<file path="src/hw/rtl/block_buffer_cache_lru_core_defines.svh">
// Assertion macros for the buffer cache RTL.
`ifndef BLOCK_BUFFER_CACHE_LRU_CORE_DEFINES_SVH
`define BLOCK_BUFFER_CACHE_LRU_CORE_DEFINES_SVH

// Property that must hold at every clock edge outside reset.
`define BBC_ASSERT_ALWAYS(lbl, expr) \
   lbl: assert property (@(posedge clock) disable iff (reset) (expr)) \
      else $error("bbc assertion failed");

// Property whose consequent must hold in the cycle after the antecedent.
`define BBC_ASSERT_NEXT(lbl, ante, cons) \
   lbl: assert property (@(posedge clock) disable iff (reset) (ante) |=> (cons)) \
      else $error("bbc assertion failed");

`endif

</file>
<file path="src/hw/rtl/bbc_pkg.sv">
// Shared types, constants and codes of the block buffer cache.
package bbc_pkg;

   localparam int BUFFER_COUNT = 16;
   localparam int IDX_W = $clog2(BUFFER_COUNT);
   localparam int CNT_W = $clog2(BUFFER_COUNT + 1);

   typedef logic [IDX_W-1:0] idx_type;
   typedef logic [CNT_W-1:0] cnt_type;
   typedef logic [7:0]       sbits_type;

   // Bit positions in the per-buffer status byte.
   localparam int B_ASSOC   = 0;
   localparam int B_BUSY    = 1;
   localparam int B_WAITING = 2;
   localparam int B_DONE    = 3;
   localparam int B_DELAYED = 4;
   localparam int B_ASYNC   = 5;
   localparam int B_AGE     = 6;
   localparam int B_ERROR   = 7;

   // Request kinds.
   localparam logic [2:0] MODE_GET         = 3'd0;
   localparam logic [2:0] MODE_LOOKUP      = 3'd1;
   localparam logic [2:0] MODE_RELEASE     = 3'd2;
   localparam logic [2:0] MODE_START_WRITE = 3'd3;
   localparam logic [2:0] MODE_IO_DONE     = 3'd4;
   localparam logic [2:0] MODE_CANCEL      = 3'd5;

   // Result status codes.
   localparam logic [3:0] STS_GRANT_VALID = 4'd0;
   localparam logic [3:0] STS_GRANT_READ  = 4'd1;
   localparam logic [3:0] STS_BUSY_RETRY  = 4'd2;
   localparam logic [3:0] STS_NONE_FREE   = 4'd3;
   localparam logic [3:0] STS_WRITEBACK   = 4'd4;
   localparam logic [3:0] STS_FOUND       = 4'd5;
   localparam logic [3:0] STS_NOT_FOUND   = 4'd6;
   localparam logic [3:0] STS_RELEASED    = 4'd7;
   localparam logic [3:0] STS_WRITE_START = 4'd8;
   localparam logic [3:0] STS_WAITER_WOKE = 4'd9;
   localparam logic [3:0] STS_DONE_REL    = 4'd10;
   localparam logic [3:0] STS_ACK         = 4'd11;

   // Command to the tag memory: one address, read or write.
   typedef struct packed {
      logic        rd_en;
      logic        wr_en;
      idx_type     addr;
      logic [15:0] device;
      logic [15:0] block;
   } tag_cmd_type;

endpackage

</file>
<file path="src/hw/rtl/bbc_channels.sv">
// Request and result channel interfaces of the block buffer cache.
interface bbc_req_if;
   logic        valid;
   logic        ready;
   logic [2:0]  mode;
   logic [3:0]  buffer_index;
   logic [15:0] device;
   logic        no_device;
   logic [15:0] block_number;
   logic        mark_delayed;
   logic        asynchronous;
   logic        io_error;

   modport source (output valid, mode, buffer_index, device, no_device, block_number,
                   mark_delayed, asynchronous, io_error, input ready);
   modport sink (input valid, mode, buffer_index, device, no_device, block_number,
                 mark_delayed, asynchronous, io_error, output ready);
endinterface

interface bbc_rsp_if;
   logic        valid;
   logic        ready;
   logic [3:0]  status;
   logic [3:0]  result_index;
   logic [15:0] old_device;
   logic [15:0] old_block;
   logic        wake_buffer;
   logic        wake_free;

   modport source (output valid, status, result_index, old_device, old_block, wake_buffer,
                   wake_free, input ready);
   modport sink (input valid, status, result_index, old_device, old_block, wake_buffer,
                 wake_free, output ready);
endinterface

</file>
<file path="src/hw/rtl/bbc_tag_ram.sv">
// Tag memory of the buffer pool: device and block number per buffer.
module bbc_tag_ram (
   input  logic                 clock,
   input  bbc_pkg::tag_cmd_type cmd,
   output logic [15:0]          rd_device,
   output logic [15:0]          rd_block
);

   logic [31:0] mem [bbc_pkg::BUFFER_COUNT];
   logic [31:0] rd_data_ff;

   always_ff @(posedge clock) begin
      if (cmd.wr_en) begin
         mem[cmd.addr] <= {cmd.device, cmd.block};
      end
      if (cmd.rd_en) begin
         rd_data_ff <= mem[cmd.addr];
      end
   end

   assign rd_device = rd_data_ff[31:16];
   assign rd_block  = rd_data_ff[15:0];

endmodule

</file>
<file path="src/hw/rtl/block_buffer_cache_lru_core.sv">
// Top level of the block buffer cache: request control, free list and status store.
// The block manages tags and LRU replacement for a pool of BUFFER_COUNT block buffers. It works on
// one request at a time. Requests that search by tag (get, lookup, cancel with a device and a
// nonzero block) sweep the tag memory one entry per cycle through its single read port before the
// execute step, and a get that starts the writeback of a delayed-write buffer adds a writeback step,
// which reads that buffer's old tag. Release, start write, io done and searchless requests go
// straight to the execute step. The request side opens again in the cycle after the result is
// registered. A finished result sits in an output register, so the next request may be
// transferred while the previous result still waits to be taken; that request then holds in its
// last step until the result is taken. After reset every buffer is free and unassociated, and the
// free list holds the buffers in index order.
`include "block_buffer_cache_lru_core_defines.svh"

module block_buffer_cache_lru_core (
   input  logic   clock,
   input  logic   reset,
   bbc_req_if.sink   req_ch,
   bbc_rsp_if.source rsp_ch
);

   typedef enum logic [1:0] {
      ST_IDLE,
      ST_SCAN,
      ST_EXEC,
      ST_WB
   } state_type;

   localparam int N = bbc_pkg::BUFFER_COUNT;

   state_type state_ff;

   // Registered request.
   logic [2:0]  mode_ff;
   logic [3:0]  bi_ff;
   logic [15:0] dev_ff;
   logic        nodev_ff;
   logic [15:0] blk_ff;
   logic        delay_ff;
   logic        async_ff;
   logic        ioerr_ff;

   // Pool state. Status bytes and free list live in flip-flops, tags in the tag memory.
   bbc_pkg::sbits_type sbits_ff [N];
   bbc_pkg::sbits_type sbits_in [N];
   bbc_pkg::idx_type   order_ff [N];
   bbc_pkg::idx_type   order_in [N];
   bbc_pkg::cnt_type   free_count_ff;
   bbc_pkg::cnt_type   free_count_in;
   logic               free_wanted_ff;
   logic               free_wanted_in;

   // Tag sweep.
   bbc_pkg::cnt_type   scan_cnt_ff;
   logic               chk_vld_ff;
   bbc_pkg::idx_type   chk_idx_ff;
   logic               hit_ff;
   bbc_pkg::idx_type   hit_idx_ff;
   logic               match;

   // Tag memory port.
   bbc_pkg::tag_cmd_type tag_cmd;
   logic [15:0]          rd_device;
   logic [15:0]          rd_block;

   // Output register.
   logic        rsp_valid_ff;
   logic [3:0]  rsp_status_ff;
   logic [3:0]  rsp_index_ff;
   logic [15:0] rsp_old_dev_ff;
   logic [15:0] rsp_old_blk_ff;
   logic        rsp_wb_ff;
   logic        rsp_wf_ff;

   // Execute-step results.
   logic               out_free;
   logic               commit;
   logic               need_wb;
   logic               tag_wr;
   logic [3:0]         o_status;
   logic [3:0]         o_index;
   logic               o_wake_buf;
   logic               o_wake_free;
   logic               bi_ok;
   bbc_pkg::idx_type   bi_idx;
   bbc_pkg::sbits_type s;

   // Free list edit: remove a target if present, then optionally insert it.
   bbc_pkg::idx_type   lst_tgt;
   logic               lst_rm;
   logic               lst_ins;
   logic               lst_head;
   bbc_pkg::idx_type   rem_list [N];
   bbc_pkg::cnt_type   rem_count;
   logic               seen;

   // Oldest free buffer without a pending delayed write, else the oldest free buffer.
   bbc_pkg::idx_type   pick;
   logic               pick_found;

   logic [N-1:0]       busy_vec;

   bbc_pkg::tag_cmd_type unused_cmd;

   bbc_tag_ram u_tag_ram (
      .clock     (clock),
      .cmd       (tag_cmd),
      .rd_device (rd_device),
      .rd_block  (rd_block)
   );

   assign req_ch.ready = (state_ff == ST_IDLE);
   assign out_free     = !rsp_valid_ff || rsp_ch.ready;

   // A swept entry matches when it is associated and its tag equals the request's tag.
   assign match = chk_vld_ff && !hit_ff && sbits_ff[chk_idx_ff][bbc_pkg::B_ASSOC] &&
                  (rd_device == dev_ff) && (rd_block == blk_ff);

   always_comb begin
      pick       = order_ff[0];
      pick_found = 1'b0;
      for (int p = 0; p < N; p++) begin
         if (!pick_found && (bbc_pkg::CNT_W'(p) < free_count_ff) &&
             !sbits_ff[order_ff[p]][bbc_pkg::B_DELAYED]) begin
            pick       = order_ff[p];
            pick_found = 1'b1;
         end
      end
   end

   // Main execute step: status bytes, free-list edit and the result of the request.
   always_comb begin
      sbits_in       = sbits_ff;
      free_wanted_in = free_wanted_ff;
      lst_tgt        = '0;
      lst_rm         = 1'b0;
      lst_ins        = 1'b0;
      lst_head       = 1'b0;
      need_wb        = 1'b0;
      tag_wr         = 1'b0;
      o_status       = bbc_pkg::STS_ACK;
      o_index        = '0;
      o_wake_buf     = 1'b0;
      o_wake_free    = 1'b0;
      bi_ok          = (int'(bi_ff) < N);
      bi_idx         = bbc_pkg::IDX_W'(bi_ff);
      s              = '0;

      case (mode_ff)
         bbc_pkg::MODE_GET: begin
            if (hit_ff) begin
               o_index = 4'(hit_idx_ff);
               if (sbits_ff[hit_idx_ff][bbc_pkg::B_BUSY]) begin
                  sbits_in[hit_idx_ff][bbc_pkg::B_WAITING] = 1'b1;
                  o_status = bbc_pkg::STS_BUSY_RETRY;
               end else begin
                  lst_tgt = hit_idx_ff;
                  lst_rm  = 1'b1;
                  sbits_in[hit_idx_ff][bbc_pkg::B_BUSY] = 1'b1;
                  o_status = sbits_ff[hit_idx_ff][bbc_pkg::B_DONE] ?
                             bbc_pkg::STS_GRANT_VALID : bbc_pkg::STS_GRANT_READ;
               end
            end else if (free_count_ff == '0) begin
               free_wanted_in = 1'b1;
               o_status       = bbc_pkg::STS_NONE_FREE;
            end else begin
               lst_tgt = pick;
               lst_rm  = 1'b1;
               o_index = 4'(pick);
               s       = sbits_ff[pick];
               if (s[bbc_pkg::B_DELAYED]) begin
                  s[bbc_pkg::B_DONE]    = 1'b0;
                  s[bbc_pkg::B_ERROR]   = 1'b0;
                  s[bbc_pkg::B_DELAYED] = 1'b0;
                  s[bbc_pkg::B_BUSY]    = 1'b1;
                  s[bbc_pkg::B_ASYNC]   = 1'b1;
                  s[bbc_pkg::B_AGE]     = 1'b1;
                  need_wb  = 1'b1;
                  o_status = bbc_pkg::STS_WRITEBACK;
               end else begin
                  s = '0;
                  s[bbc_pkg::B_BUSY]  = 1'b1;
                  s[bbc_pkg::B_ASSOC] = !nodev_ff;
                  tag_wr   = 1'b1;
                  o_status = bbc_pkg::STS_GRANT_READ;
               end
               sbits_in[pick] = s;
            end
         end
         bbc_pkg::MODE_LOOKUP: begin
            if (hit_ff) begin
               o_index  = 4'(hit_idx_ff);
               o_status = bbc_pkg::STS_FOUND;
            end else begin
               o_status = bbc_pkg::STS_NOT_FOUND;
            end
         end
         bbc_pkg::MODE_RELEASE, bbc_pkg::MODE_IO_DONE: begin
            if (bi_ok) begin
               o_index = bi_ff;
               s       = sbits_ff[bi_idx];
               if (mode_ff == bbc_pkg::MODE_RELEASE) begin
                  if (delay_ff) begin
                     s[bbc_pkg::B_DELAYED] = 1'b1;
                     s[bbc_pkg::B_DONE]    = 1'b1;
                  end
               end else begin
                  s[bbc_pkg::B_DONE] = 1'b1;
                  if (ioerr_ff) begin
                     s[bbc_pkg::B_ERROR] = 1'b1;
                  end
               end
               if (mode_ff == bbc_pkg::MODE_IO_DONE && !s[bbc_pkg::B_ASYNC]) begin
                  // Synchronous completion: wake the waiter, the caller releases later.
                  s[bbc_pkg::B_WAITING] = 1'b0;
                  o_wake_buf = 1'b1;
                  o_status   = bbc_pkg::STS_WAITER_WOKE;
               end else begin
                  o_wake_buf     = s[bbc_pkg::B_WAITING];
                  o_wake_free    = free_wanted_ff;
                  free_wanted_in = 1'b0;
                  if (s[bbc_pkg::B_ERROR]) begin
                     s[bbc_pkg::B_ASSOC] = 1'b0;
                  end
                  lst_tgt  = bi_idx;
                  lst_rm   = 1'b1;
                  lst_ins  = 1'b1;
                  lst_head = s[bbc_pkg::B_AGE];
                  s[bbc_pkg::B_WAITING] = 1'b0;
                  s[bbc_pkg::B_BUSY]    = 1'b0;
                  s[bbc_pkg::B_ASYNC]   = 1'b0;
                  s[bbc_pkg::B_AGE]     = 1'b0;
                  o_status = (mode_ff == bbc_pkg::MODE_RELEASE) ?
                             bbc_pkg::STS_RELEASED : bbc_pkg::STS_DONE_REL;
               end
               sbits_in[bi_idx] = s;
            end
         end
         bbc_pkg::MODE_START_WRITE: begin
            if (bi_ok) begin
               o_index = bi_ff;
               s       = sbits_ff[bi_idx];
               lst_tgt = bi_idx;
               lst_rm  = !s[bbc_pkg::B_BUSY];
               s[bbc_pkg::B_DONE]    = 1'b0;
               s[bbc_pkg::B_ERROR]   = 1'b0;
               s[bbc_pkg::B_DELAYED] = 1'b0;
               s[bbc_pkg::B_AGE]     = 1'b0;
               s[bbc_pkg::B_BUSY]    = 1'b1;
               if (async_ff || sbits_ff[bi_idx][bbc_pkg::B_ASYNC]) begin
                  s[bbc_pkg::B_ASYNC] = 1'b1;
                  s[bbc_pkg::B_AGE]   = sbits_ff[bi_idx][bbc_pkg::B_DELAYED];
               end
               sbits_in[bi_idx] = s;
               o_status = bbc_pkg::STS_WRITE_START;
            end
         end
         bbc_pkg::MODE_CANCEL: begin
            if (hit_ff) begin
               o_index = 4'(hit_idx_ff);
               sbits_in[hit_idx_ff][bbc_pkg::B_DELAYED] = 1'b0;
            end
         end
         default: begin
            o_status = bbc_pkg::STS_ACK;
         end
      endcase
   end

   // Free-list edit. A buffer appears at most once, so removal closes one gap.
   always_comb begin
      seen = 1'b0;
      for (int q = 0; q < N; q++) begin
         if (lst_rm && (bbc_pkg::CNT_W'(q) < free_count_ff) && (order_ff[q] == lst_tgt)) begin
            seen = 1'b1;
         end
         if (seen && (q + 1 < N)) begin
            rem_list[q] = order_ff[(q + 1) % N];
         end else begin
            rem_list[q] = order_ff[q];
         end
      end
      rem_count = free_count_ff - bbc_pkg::CNT_W'(seen);

      order_in      = rem_list;
      free_count_in = rem_count;
      if (lst_ins) begin
         if (lst_head) begin
            order_in[0] = lst_tgt;
            for (int q = 1; q < N; q++) begin
               order_in[q] = rem_list[q - 1];
            end
         end else begin
            order_in[rem_count[bbc_pkg::IDX_W-1:0]] = lst_tgt;
         end
         free_count_in = rem_count + 1'b1;
      end
   end

   assign commit = out_free && (((state_ff == ST_EXEC) && !need_wb) || (state_ff == ST_WB));

   // Tag memory: sweep reads, writeback tag read, tag write on a fresh grant.
   always_comb begin
      unused_cmd        = '0;
      tag_cmd           = unused_cmd;
      tag_cmd.device    = dev_ff;
      tag_cmd.block     = blk_ff;
      if (state_ff == ST_SCAN) begin
         tag_cmd.rd_en = (scan_cnt_ff < bbc_pkg::CNT_W'(N));
         tag_cmd.addr  = scan_cnt_ff[bbc_pkg::IDX_W-1:0];
      end else if (state_ff == ST_EXEC && need_wb) begin
         tag_cmd.rd_en = 1'b1;
         tag_cmd.addr  = pick;
      end else begin
         tag_cmd.wr_en = commit && tag_wr;
         tag_cmd.addr  = pick;
      end
   end

   always_ff @(posedge clock) begin
      if (reset) begin
         state_ff       <= ST_IDLE;
         free_count_ff  <= bbc_pkg::CNT_W'(N);
         free_wanted_ff <= 1'b0;
         rsp_valid_ff   <= 1'b0;
         hit_ff         <= 1'b0;
         chk_vld_ff     <= 1'b0;
         scan_cnt_ff    <= '0;
         for (int i = 0; i < N; i++) begin
            sbits_ff[i] <= '0;
            order_ff[i] <= bbc_pkg::IDX_W'(i);
         end
      end else begin
         case (state_ff)
            ST_IDLE: begin
               if (req_ch.valid) begin
                  mode_ff     <= req_ch.mode;
                  bi_ff       <= req_ch.buffer_index;
                  dev_ff      <= req_ch.device;
                  nodev_ff    <= req_ch.no_device;
                  blk_ff      <= req_ch.block_number;
                  delay_ff    <= req_ch.mark_delayed;
                  async_ff    <= req_ch.asynchronous;
                  ioerr_ff    <= req_ch.io_error;
                  hit_ff      <= 1'b0;
                  chk_vld_ff  <= 1'b0;
                  scan_cnt_ff <= '0;
                  if (!req_ch.no_device &&
                      ((req_ch.mode == bbc_pkg::MODE_GET) ||
                       (req_ch.mode == bbc_pkg::MODE_LOOKUP) ||
                       ((req_ch.mode == bbc_pkg::MODE_CANCEL) && (req_ch.block_number != '0))))
                  begin
                     state_ff <= ST_SCAN;
                  end else begin
                     state_ff <= ST_EXEC;
                  end
               end
            end
            ST_SCAN: begin
               // Lowest matching index wins; the data of an address returns in the cycle after its read.
               chk_vld_ff <= tag_cmd.rd_en;
               chk_idx_ff <= tag_cmd.addr;
               if (tag_cmd.rd_en) begin
                  scan_cnt_ff <= scan_cnt_ff + 1'b1;
               end
               if (match) begin
                  hit_ff     <= 1'b1;
                  hit_idx_ff <= chk_idx_ff;
               end
               if (!tag_cmd.rd_en && !chk_vld_ff) begin
                  state_ff <= ST_EXEC;
               end
            end
            ST_EXEC: begin
               if (need_wb) begin
                  state_ff <= ST_WB;
               end
            end
            ST_WB: begin
            end
            default: begin
               state_ff <= ST_IDLE;
            end
         endcase
         if (commit) begin
            sbits_ff       <= sbits_in;
            order_ff       <= order_in;
            free_count_ff  <= free_count_in;
            free_wanted_ff <= free_wanted_in;
            rsp_valid_ff   <= 1'b1;
            rsp_status_ff  <= o_status;
            rsp_index_ff   <= o_index;
            rsp_old_dev_ff <= (state_ff == ST_WB) ? rd_device : 16'd0;
            rsp_old_blk_ff <= (state_ff == ST_WB) ? rd_block : 16'd0;
            rsp_wb_ff      <= o_wake_buf;
            rsp_wf_ff      <= o_wake_free;
            state_ff       <= ST_IDLE;
         end else if (rsp_valid_ff && rsp_ch.ready) begin
            rsp_valid_ff <= 1'b0;
         end
      end
   end

   assign rsp_ch.valid        = rsp_valid_ff;
   assign rsp_ch.status       = rsp_status_ff;
   assign rsp_ch.result_index = rsp_index_ff;
   assign rsp_ch.old_device   = rsp_old_dev_ff;
   assign rsp_ch.old_block    = rsp_old_blk_ff;
   assign rsp_ch.wake_buffer  = rsp_wb_ff;
   assign rsp_ch.wake_free    = rsp_wf_ff;

   always_comb begin
      for (int i = 0; i < N; i++) begin
         busy_vec[i] = sbits_ff[i][bbc_pkg::B_BUSY];
      end
   end

   // A buffer is on the free list exactly when it is not busy.
   `BBC_ASSERT_ALWAYS(a_free_count_matches_busy, int'(free_count_ff) + $countones(busy_vec) == N)
   // Only one request is in work at a time.
   `BBC_ASSERT_NEXT(a_one_request_in_work, req_ch.valid && req_ch.ready, !req_ch.ready)
   // A tag hit always refers to an associated buffer while the request is in work.
   `BBC_ASSERT_ALWAYS(a_hit_is_associated, (state_ff == ST_IDLE) || !hit_ff || sbits_ff[hit_idx_ff][bbc_pkg::B_ASSOC])

endmodule
</file>
<file path="src/flat_wrapper.sv">
// flat-port wrapper written by rule: the top's interface ports become plain ports
module block_buffer_cache_lru_core_flat 
  (clock, reset, req_ch_valid, req_ch_mode, req_ch_buffer_index, req_ch_device, req_ch_no_device, req_ch_block_number, req_ch_mark_delayed, req_ch_asynchronous, req_ch_io_error, req_ch_ready, rsp_ch_valid, rsp_ch_status, rsp_ch_result_index, rsp_ch_old_device, rsp_ch_old_block, rsp_ch_wake_buffer, rsp_ch_wake_free, rsp_ch_ready);
  bbc_req_if req_ch_i ();
  bbc_rsp_if rsp_ch_i ();
  input  logic clock;
  input  logic reset;
  input wire logic [$bits(req_ch_i.valid)-1:0] req_ch_valid;
  input wire logic [$bits(req_ch_i.mode)-1:0] req_ch_mode;
  input wire logic [$bits(req_ch_i.buffer_index)-1:0] req_ch_buffer_index;
  input wire logic [$bits(req_ch_i.device)-1:0] req_ch_device;
  input wire logic [$bits(req_ch_i.no_device)-1:0] req_ch_no_device;
  input wire logic [$bits(req_ch_i.block_number)-1:0] req_ch_block_number;
  input wire logic [$bits(req_ch_i.mark_delayed)-1:0] req_ch_mark_delayed;
  input wire logic [$bits(req_ch_i.asynchronous)-1:0] req_ch_asynchronous;
  input wire logic [$bits(req_ch_i.io_error)-1:0] req_ch_io_error;
  output wire logic [$bits(req_ch_i.ready)-1:0] req_ch_ready;
  output wire logic [$bits(rsp_ch_i.valid)-1:0] rsp_ch_valid;
  output wire logic [$bits(rsp_ch_i.status)-1:0] rsp_ch_status;
  output wire logic [$bits(rsp_ch_i.result_index)-1:0] rsp_ch_result_index;
  output wire logic [$bits(rsp_ch_i.old_device)-1:0] rsp_ch_old_device;
  output wire logic [$bits(rsp_ch_i.old_block)-1:0] rsp_ch_old_block;
  output wire logic [$bits(rsp_ch_i.wake_buffer)-1:0] rsp_ch_wake_buffer;
  output wire logic [$bits(rsp_ch_i.wake_free)-1:0] rsp_ch_wake_free;
  input wire logic [$bits(rsp_ch_i.ready)-1:0] rsp_ch_ready;
  assign req_ch_i.valid = req_ch_valid;
  assign req_ch_i.mode = req_ch_mode;
  assign req_ch_i.buffer_index = req_ch_buffer_index;
  assign req_ch_i.device = req_ch_device;
  assign req_ch_i.no_device = req_ch_no_device;
  assign req_ch_i.block_number = req_ch_block_number;
  assign req_ch_i.mark_delayed = req_ch_mark_delayed;
  assign req_ch_i.asynchronous = req_ch_asynchronous;
  assign req_ch_i.io_error = req_ch_io_error;
  assign req_ch_ready = req_ch_i.ready;
  assign rsp_ch_valid = rsp_ch_i.valid;
  assign rsp_ch_status = rsp_ch_i.status;
  assign rsp_ch_result_index = rsp_ch_i.result_index;
  assign rsp_ch_old_device = rsp_ch_i.old_device;
  assign rsp_ch_old_block = rsp_ch_i.old_block;
  assign rsp_ch_wake_buffer = rsp_ch_i.wake_buffer;
  assign rsp_ch_wake_free = rsp_ch_i.wake_free;
  assign rsp_ch_i.ready = rsp_ch_ready;
  block_buffer_cache_lru_core u_core (.clock(clock), .reset(reset), .req_ch(req_ch_i), .rsp_ch(rsp_ch_i));
endmodule
</file>
<file path="config.mk">
export PLATFORM = sky130hd
export DESIGN_NAME = block_buffer_cache_lru_core_flat
export DESIGN_NICKNAME = d
export VERILOG_FILES = /design/src/hw/rtl/bbc_pkg.sv /design/src/hw/rtl/bbc_channels.sv /design/src/hw/rtl/bbc_tag_ram.sv /design/src/hw/rtl/block_buffer_cache_lru_core.sv /design/src/flat_wrapper.sv
export VERILOG_INCLUDE_DIRS = /design/src /design/src/hw/rtl
export SDC_FILE = /design/constraint.sdc
export NUM_CORES = 2
export LEC_CHECK = 0
export BUFFER_PORTS_ARGS = -buffer_cell sky130_fd_sc_hd__buf_2
export CORE_UTILIZATION = 43
export DETAILED_ROUTE_END_ITERATION = 10
export GPL_TIMING_DRIVEN = 0
export PLACE_DENSITY = 0.68
export REMOVE_ABC_BUFFERS = 1
export SYNTH_ARGS = -nofsm -noshare
export SYNTH_HDL_FRONTEND = slang
export SYNTH_HIERARCHICAL = 1
export SYNTH_SLANG_ARGS = --single-unit
</file>
<file path="constraint.sdc">
create_clock -name clock -period 10.9 [get_ports clock]
set_input_delay 0 -clock clock [delete_from_list [all_inputs] [get_ports clock]]
set_output_delay 0 -clock clock [all_outputs]
set_load 0.02 [all_outputs]
</file>
# Yosys cells after proc, flatten, opt, wreduce, memory -nomap -nowiden
# Memory sizes are Yosys's and may differ from the RTL's. A register that Yosys moved wholly into a read port is not among the register bits.
# Index checks and enable logic that the tools add are counted.
# totals
register_bits,301
ram_bits,512
in_bits,47
output_inout_bits,44
wordCells,552
mem_count,1
# classes
addsub,3
n_lt_le_gt_ge,42
n_eq_ne,38
n_mux,235
bitwise,27
reduce_logical,151
# memory_table
name,depth,word_bits,read_ports,rd_clocked_by_memory_dff,write_ports,line,source
u_core.u_tag_ram.mem,16,32,1,1,1,bbc_tag_ram.sv:9,logic [31:0] mem [bbc_pkg::BUFFER_COUNT];
# ops
cell,n
$bmux W8 S4,20
$mux W128,4
$pmux W128 S4,1
$bwmux W128,3
$or A128 B128 Y128,2
$mux W5,41
$mux W4,46
$demux W8 S4,5
$and A128 B128 Y128,1
$mux W64,2
$not A128 Y128,1
$ge A5 B5 Y1 const B,21
$not A4 Y5,21
$mux W1,83
$logic_and A1 B1 Y1,80
$bwmux W64,1
$eq A4 B4 Y1,16
$logic_not A1 Y1,40
$lt A4 B5 Y1 const A,8
$eq A16 B16 Y1,2
$mux W8,4
$mux W2,13
$pmux W4 S3,2
$lt A3 B5 Y1 const A,4
other kinds (36),75

# Depth between registers and ports, before layout
# logic_depth
depth_word,97
depth_mapped,35
mapped_depth_nobuf,26

# Cells and area by module
# Netlist, hierarchy kept.
# by_module_without_submodules
module,instances,cells_each,area_per_inst_um2,seq_area_each_um2
block_buffer_cache_lru_core,1,2747,23037.1,6956.7
bbc_tag_ram,1,840,20183.1,16335.7

# Worst setup path after synthesis
# OpenSTA, ideal clock, no wires.
# synth_timing
kind,register to register
startpoint,register with a tool-made name
endpoint,"memory u_core.u_tag_ram.mem[0][0], enable pin"
setup_time_ns,0.461
t_arrival_ns,7.704
required_time_ns,10.439
slack_ns,2.735
path_stages_with_launch,20
path_buffers,3
synth_period_minus_slack_ns,8.165
path_cell_list,dfxtp_1 buf_2 mux4_2 mux4_2 or2_1 o311ai_0 a311oi_1 nor3_1 a21oi_1 nor2_2 mux2_1 nor2_1 a21oi_1 a221oi_2 o31ai_1 clkbuf_1 buf_1 nor4_1 or3b_2 nor3_1
# synth_rtl
item,line
"end, declared",bbc_tag_ram.sv:9

# Worst setup path in the final report
# layout_timing
startpoint,register u_core/sbits_ff[68] (netlist name)
endpoint,register u_core/order_ff[39] (netlist name)
# layout_via
elab_chain_len,96
word_cells_on_any_way,215
cone_classes,add/sub (1); order compare (2); eq/ne (16); mux (111); bitwise (2); reduce/logical (83)
# layout_lines
item,line,source
"start, declared",block_buffer_cache_lru_core.sv:43,bbc_pkg::sbits_type sbits_ff [N];
"start signal, assigned",block_buffer_cache_lru_core.sv:385,sbits_ff <= sbits_in;
$bmux W8 S4,block_buffer_cache_lru_core.sv:123,!sbits_ff[order_ff[p]][bbc_pkg::B_DELAYED]) begin
$mux W5 (not written as such) (2 in a row),block_buffer_cache_lru_core.sv:123,
$logic_not A1 Y1,block_buffer_cache_lru_core.sv:123,
$logic_and A1 B1 Y1,block_buffer_cache_lru_core.sv:122,if (!pick_found && (bbc_pkg::CNT_W'(p) < free_count_ff) &&
$mux W1,block_buffer_cache_lru_core.sv:122,
$logic_not A1 Y1,block_buffer_cache_lru_core.sv:122,
$logic_and A1 B1 Y1 (2 in a row),block_buffer_cache_lru_core.sv:122,
$mux W1,block_buffer_cache_lru_core.sv:122,
(+78 left out),--,
$not A4 Y5 (not written as such),block_buffer_cache_lru_core.sv:293,order_in[rem_count[bbc_pkg::IDX_W-1:0]] = lst_tgt;
$ge A5 B5 Y1 (not written as such) or $lt A5 B1 Y1 (tied branches),block_buffer_cache_lru_core.sv:293,
$logic_and A1 B1 Y1 (not written as such),block_buffer_cache_lru_core.sv:293,
$mux W4 (not written as such),block_buffer_cache_lru_core.sv:293,
$demux W4 S4,block_buffer_cache_lru_core.sv:293,
$bwmux W64,block_buffer_cache_lru_core.sv:293,
$mux W64,block_buffer_cache_lru_core.sv:287,if (lst_head) begin
$mux W64,block_buffer_cache_lru_core.sv:286,if (lst_ins) begin
"end signal, assigned by index",block_buffer_cache_lru_core.sv:330,order_ff[i] <= bbc_pkg::IDX_W'(i);
"end signal, assigned",block_buffer_cache_lru_core.sv:386,order_ff <= order_in;
"end, declared",block_buffer_cache_lru_core.sv:45,bbc_pkg::idx_type order_ff [N];
# Parallel ways exist; a longest one is shown, timed or not. The select of a mux whose other input is x is not followed.
# A chain may end at the register's enable or synchronous reset.

==> summary.md <==
| Metric | Value |
|---|---|
| Cell variety after synth | 113 |
| Worst path slowest cell | dfxtp_1 |
| Routed WL | 137000 microns |
| CTS tree | done |
| Outcome | complete, no violations |
| Drt drc | 0 |
| Class of the worst hold path | primary input to flip-flop |
| Wire length on met2 | 63500 microns |
| RSZ-0062 raised after global routing | no |
| Layout cell share with drive strength beyond 1 | 18.5% |
| Async set-reset flop share out of synthesis | 0% |
| Leak | 0.0162 uW |
| Peak VDD IR | 0.174 mV |
| Primary FF master, synth | edfxtp_1 |
| Post-Place Worst Slack | 914 ps |
| DRT antenna net count | 0 |
| Overflow after GRT | 0 |
| CP max FO | 22 |
| Post-layout minimum cycle time | 10470 ps |
| Row cnt | 115 |
| Top Metal Used | met5 |
| I/O Buffers | 90 |
| Power density over the cells | 219 mW/mm^2 |
| Yosys warns | 6 |
| Layout Utilization | 50.1% |
| FF-to-FF path depth | 26 |
| Max clock buf depth | 3 |
| TritonCTS Sinks | 845 |
| Met3 routed WL | 14900 microns |
| Setup-failing EPs final | 0 |
| Worst Path Required | 11450 ps |
| Hold_buf cts | 54 |
| Vias per std cell | 6.67 |
| Crit. Startpoint | u_core/sbits_ff[68] |
| Final Non-Filler Cells | 4965 |
| Max-Cap Viols | 0 |
| Commonest non-fill, non-tap cell in the layout | edfxtp_1 |
| Most used cell, CP | nand2_1 |
| Die width | 319 microns |
| Overall power | 10800 uW |
| Most frequent cells in the layout | 637 x edfxtp_1, 313 x nand2_1, 275 x nor2_1 |
| Syn avg cell area | 12.0 sq um |
| Post-synth EDFFs | 637 |
| Area Overhead vs Synth | 14.6% |
| Max Transition Viols Final | 0 |
| Placed Cells incl. Taps | 4744 |
| Post-synthesis register bit count | 845 |
| Count of nets after finishing | 3662 |
| Number of global-route vias before repair | 31.5k |
| Final setup margin | 425 ps |
| Slew @ Worst Pin | 1460 ps |
| IO Count | 91 |
| CP Capture Type | flip-flop |
| Post-DR wirelength/cell | 27.6 microns |
| Total CTS buffers | 88 |
| Part of the cycle the worst path needs | 96.1% |
| CP delay by family, top | simple AND/OR/NAND/NOR gates |
| CP bufs+invs | 0 |
| Sequential-to-total area share from yosys stat | 53.9% |
| Total vias in the final route | 33.1k |
| DP Wirelength | 90300 microns |
| PostCTS Resize Cnt | 0 |
| Max-slew headroom | 2.51% |
| Initial antenna violation count | 3 |
| Reg2reg start | u_core/sbits_ff[68] |
| Crit path kind | flip-flop to flip-flop |
| Crit-path max cell delay | 1200 ps |
| Ant diodes | 0 |
| Initial core utilization | 43.7% |
| Startpoint types | flip-flop |
| Critical Path Stages | 26 |
| Max Clock Skew | 62.6 ps |
| R2r endpoint | u_core/order_ff[39] |
| DIE AREA | 0.102 sq mm |
| Critical Path Sink | u_core/order_ff[39] |
| DR iter-0 viols | 4906 |
| Root buf cell | clkbuf_16 |
| Placer congestion estimate | 0.988 |
| Cell count after synthesis | 3587 |
| Worst Path Arrival | 11030 ps |
| H-tree levels | 3 |
| Setup bufs post-CTS | 0 |
| Clock transition at the registers of the reported paths | 60 ps |
| Die H | 319 microns |
| Router iterations before antenna repair | 8 |
| Hold Violations, Final | 0 |
| Largest net degree at the start of global routing | 108 |
| Core footprint | 0.0990 sq mm |
| Synthesized area | 0.0432 sq mm |
| DRT met1 WL | 53400 microns |
| First-pass GRT wire length | 203000 microns |
| Max frequency | 95.5 MHz |
| Worst reg-to-reg setup slack | 430 ps |
| Clk Latency, worst-skew pair | 690 ps |
| WHS | 44.7 ps |
| Total track usage | 26.3% |
==> registers in the layout, indices dropped and copies added (netlist names), 5 cells and up, named ones only <==
register	cells
u_core/u_tag_ram/mem	512
u_core/sbits_ff	96
u_core/order_ff	60
u_core/u_tag_ram/rd_data_ff	32
u_core/blk_ff	16
u_core/busy_vec	16
u_core/dev_ff	16
u_core/rsp_ch.old_block	16
u_core/rsp_ch.old_device	16
u_core/free_count_ff	5
u_core/scan_cnt_ff	5
==> area by class of cell <==
class	count	area, sq um
multi-input cells	2382	18700
inverters	64	243
clock buffers	98	2260
clock inverters	67	1020
repair buffers	222	2470
flip-flops and latches	845	23300
fillers	8383	49400
well taps	1287	1610
==> worst reg2reg max path, cell delays in order (launching register included) <==
cell and delay, ps:
dfxtp_1 1200, mux2i_1 210, a31oi_1 230, a31oi_1 230, a22oi_2 720, nand3_2 440, nor3_1 710, a21oi_1 270
o21a_2 330, nor2_4 830, xnor2_2 220, nor4b_4 140, or4_1 770, or4_4 720, a211oi_4 510, o31ai_1 310
ha_1 280, nand2_1 120, xor2_1 330, nand2_1 100, o22ai_1 610, nand2_1 220, a21oi_1 420, nand2_1 110
o211ai_1 120, o211ai_1 110, o31ai_1 120
==> stage by stage <==
| stage | setup TNS (ps) | cell area, sq um |
|---|---|---|
| after global placement | - | 44000 |
| after floorplan | -6954060 | 41900 |
| final | 0 | 49600 |
| after detailed placement | 0 | 45700 |
| after CTS | 0 | 49500 |
| after global routing | 0 | 49600 |
==> Yosys cell counts (13+ instances only) <==
cell / n / area [sq um]
o31ai_1: 16 / 120
xnor2_1: 53 / 464
inv_1: 62 / 233
o211ai_1: 29 / 218
xor2_1: 31 / 272
nor4_1: 22 / 138
and2_1: 51 / 319
a221oi_1: 18 / 158
nand2b_1: 30 / 188
o2111ai_1: 22 / 193
o21ai_1: 14 / 70.1
a31oi_1: 24 / 150
o221ai_1: 25 / 219
a22o_1: 25 / 219
a22oi_1: 122 / 916
nand2_1: 314 / 1180
buf_1: 16 / 60.1
nand3_1: 61 / 305
nor2_1: 294 / 1100
and3_1: 22 / 138
mux2i_1: 95 / 951
o21ai_0: 194 / 971
nor3_1: 111 / 556
clkbuf_1: 188 / 706
a211oi_1: 20 / 150
nor2b_1: 23 / 144
dfxtp_1: 208 / 4160
edfxtp_1: 637 / 19100
a32oi_1: 13 / 114
nand4_1: 21 / 131
buf_2: 68 / 340
mux4_2: 229 / 5160
o22ai_1: 44 / 275
mux2_2: 34 / 383
a21oi_1: 207 / 1040
==> power breakdown <==
part	leakage [uW]	internal [uW]	switching, uW	total, uW
clock network	0.00157	2000	1360	3360
registers	0.00744	3710	362	4070
logic	0.00720	1340	2060	3390
==> metal layers <==
layer  vias up  global-route usage, %
li1      14015                      -
met3       339                   5.23
met4         2                   10.2
met1     16607                   35.6
met2      2176                   41.8
met5         -                      0
==> logic make-up (layout without fill, tap and decap cells) <==
| group | Yosys count | count (layout) | share of synthesized area (%) |
|---|---|---|---|
| adders and majority gates | 12 | 12 | 0.347 |
| xor gates and xnor gates | 86 | 86 | 1.78 |
| AOI/OAI and AO/OA | 915 | 915 | 14.4 |
| and+or+nand+nor | 1005 | 1005 | 10.8 |
| muxes | 364 | 364 | 15.2 |
| buffers and inverters | 360 | 451 | 3.61 |
| DFF | 845 | 845 | 53.9 |
==> how the worst min path moves through the flow <==
stage / from / cells past startpoint / end
2_1_floorplan: reset / 1 / flip-flop
3_3_place_gp: req_ch_buffer_index[1] / 1 / u_core/bi_ff[1]
3_5_place_dp: req_ch_asynchronous / 1 / u_core/async_ff
4_1_cts: req_ch_device[5] / 2 / u_core/dev_ff[5]
5_1_grt: req_ch_block_number[5] / 2 / u_core/blk_ff[5]
6_report: req_ch_block_number[4] / 2 / u_core/blk_ff[4]
(Power assumes the default switching activity.)
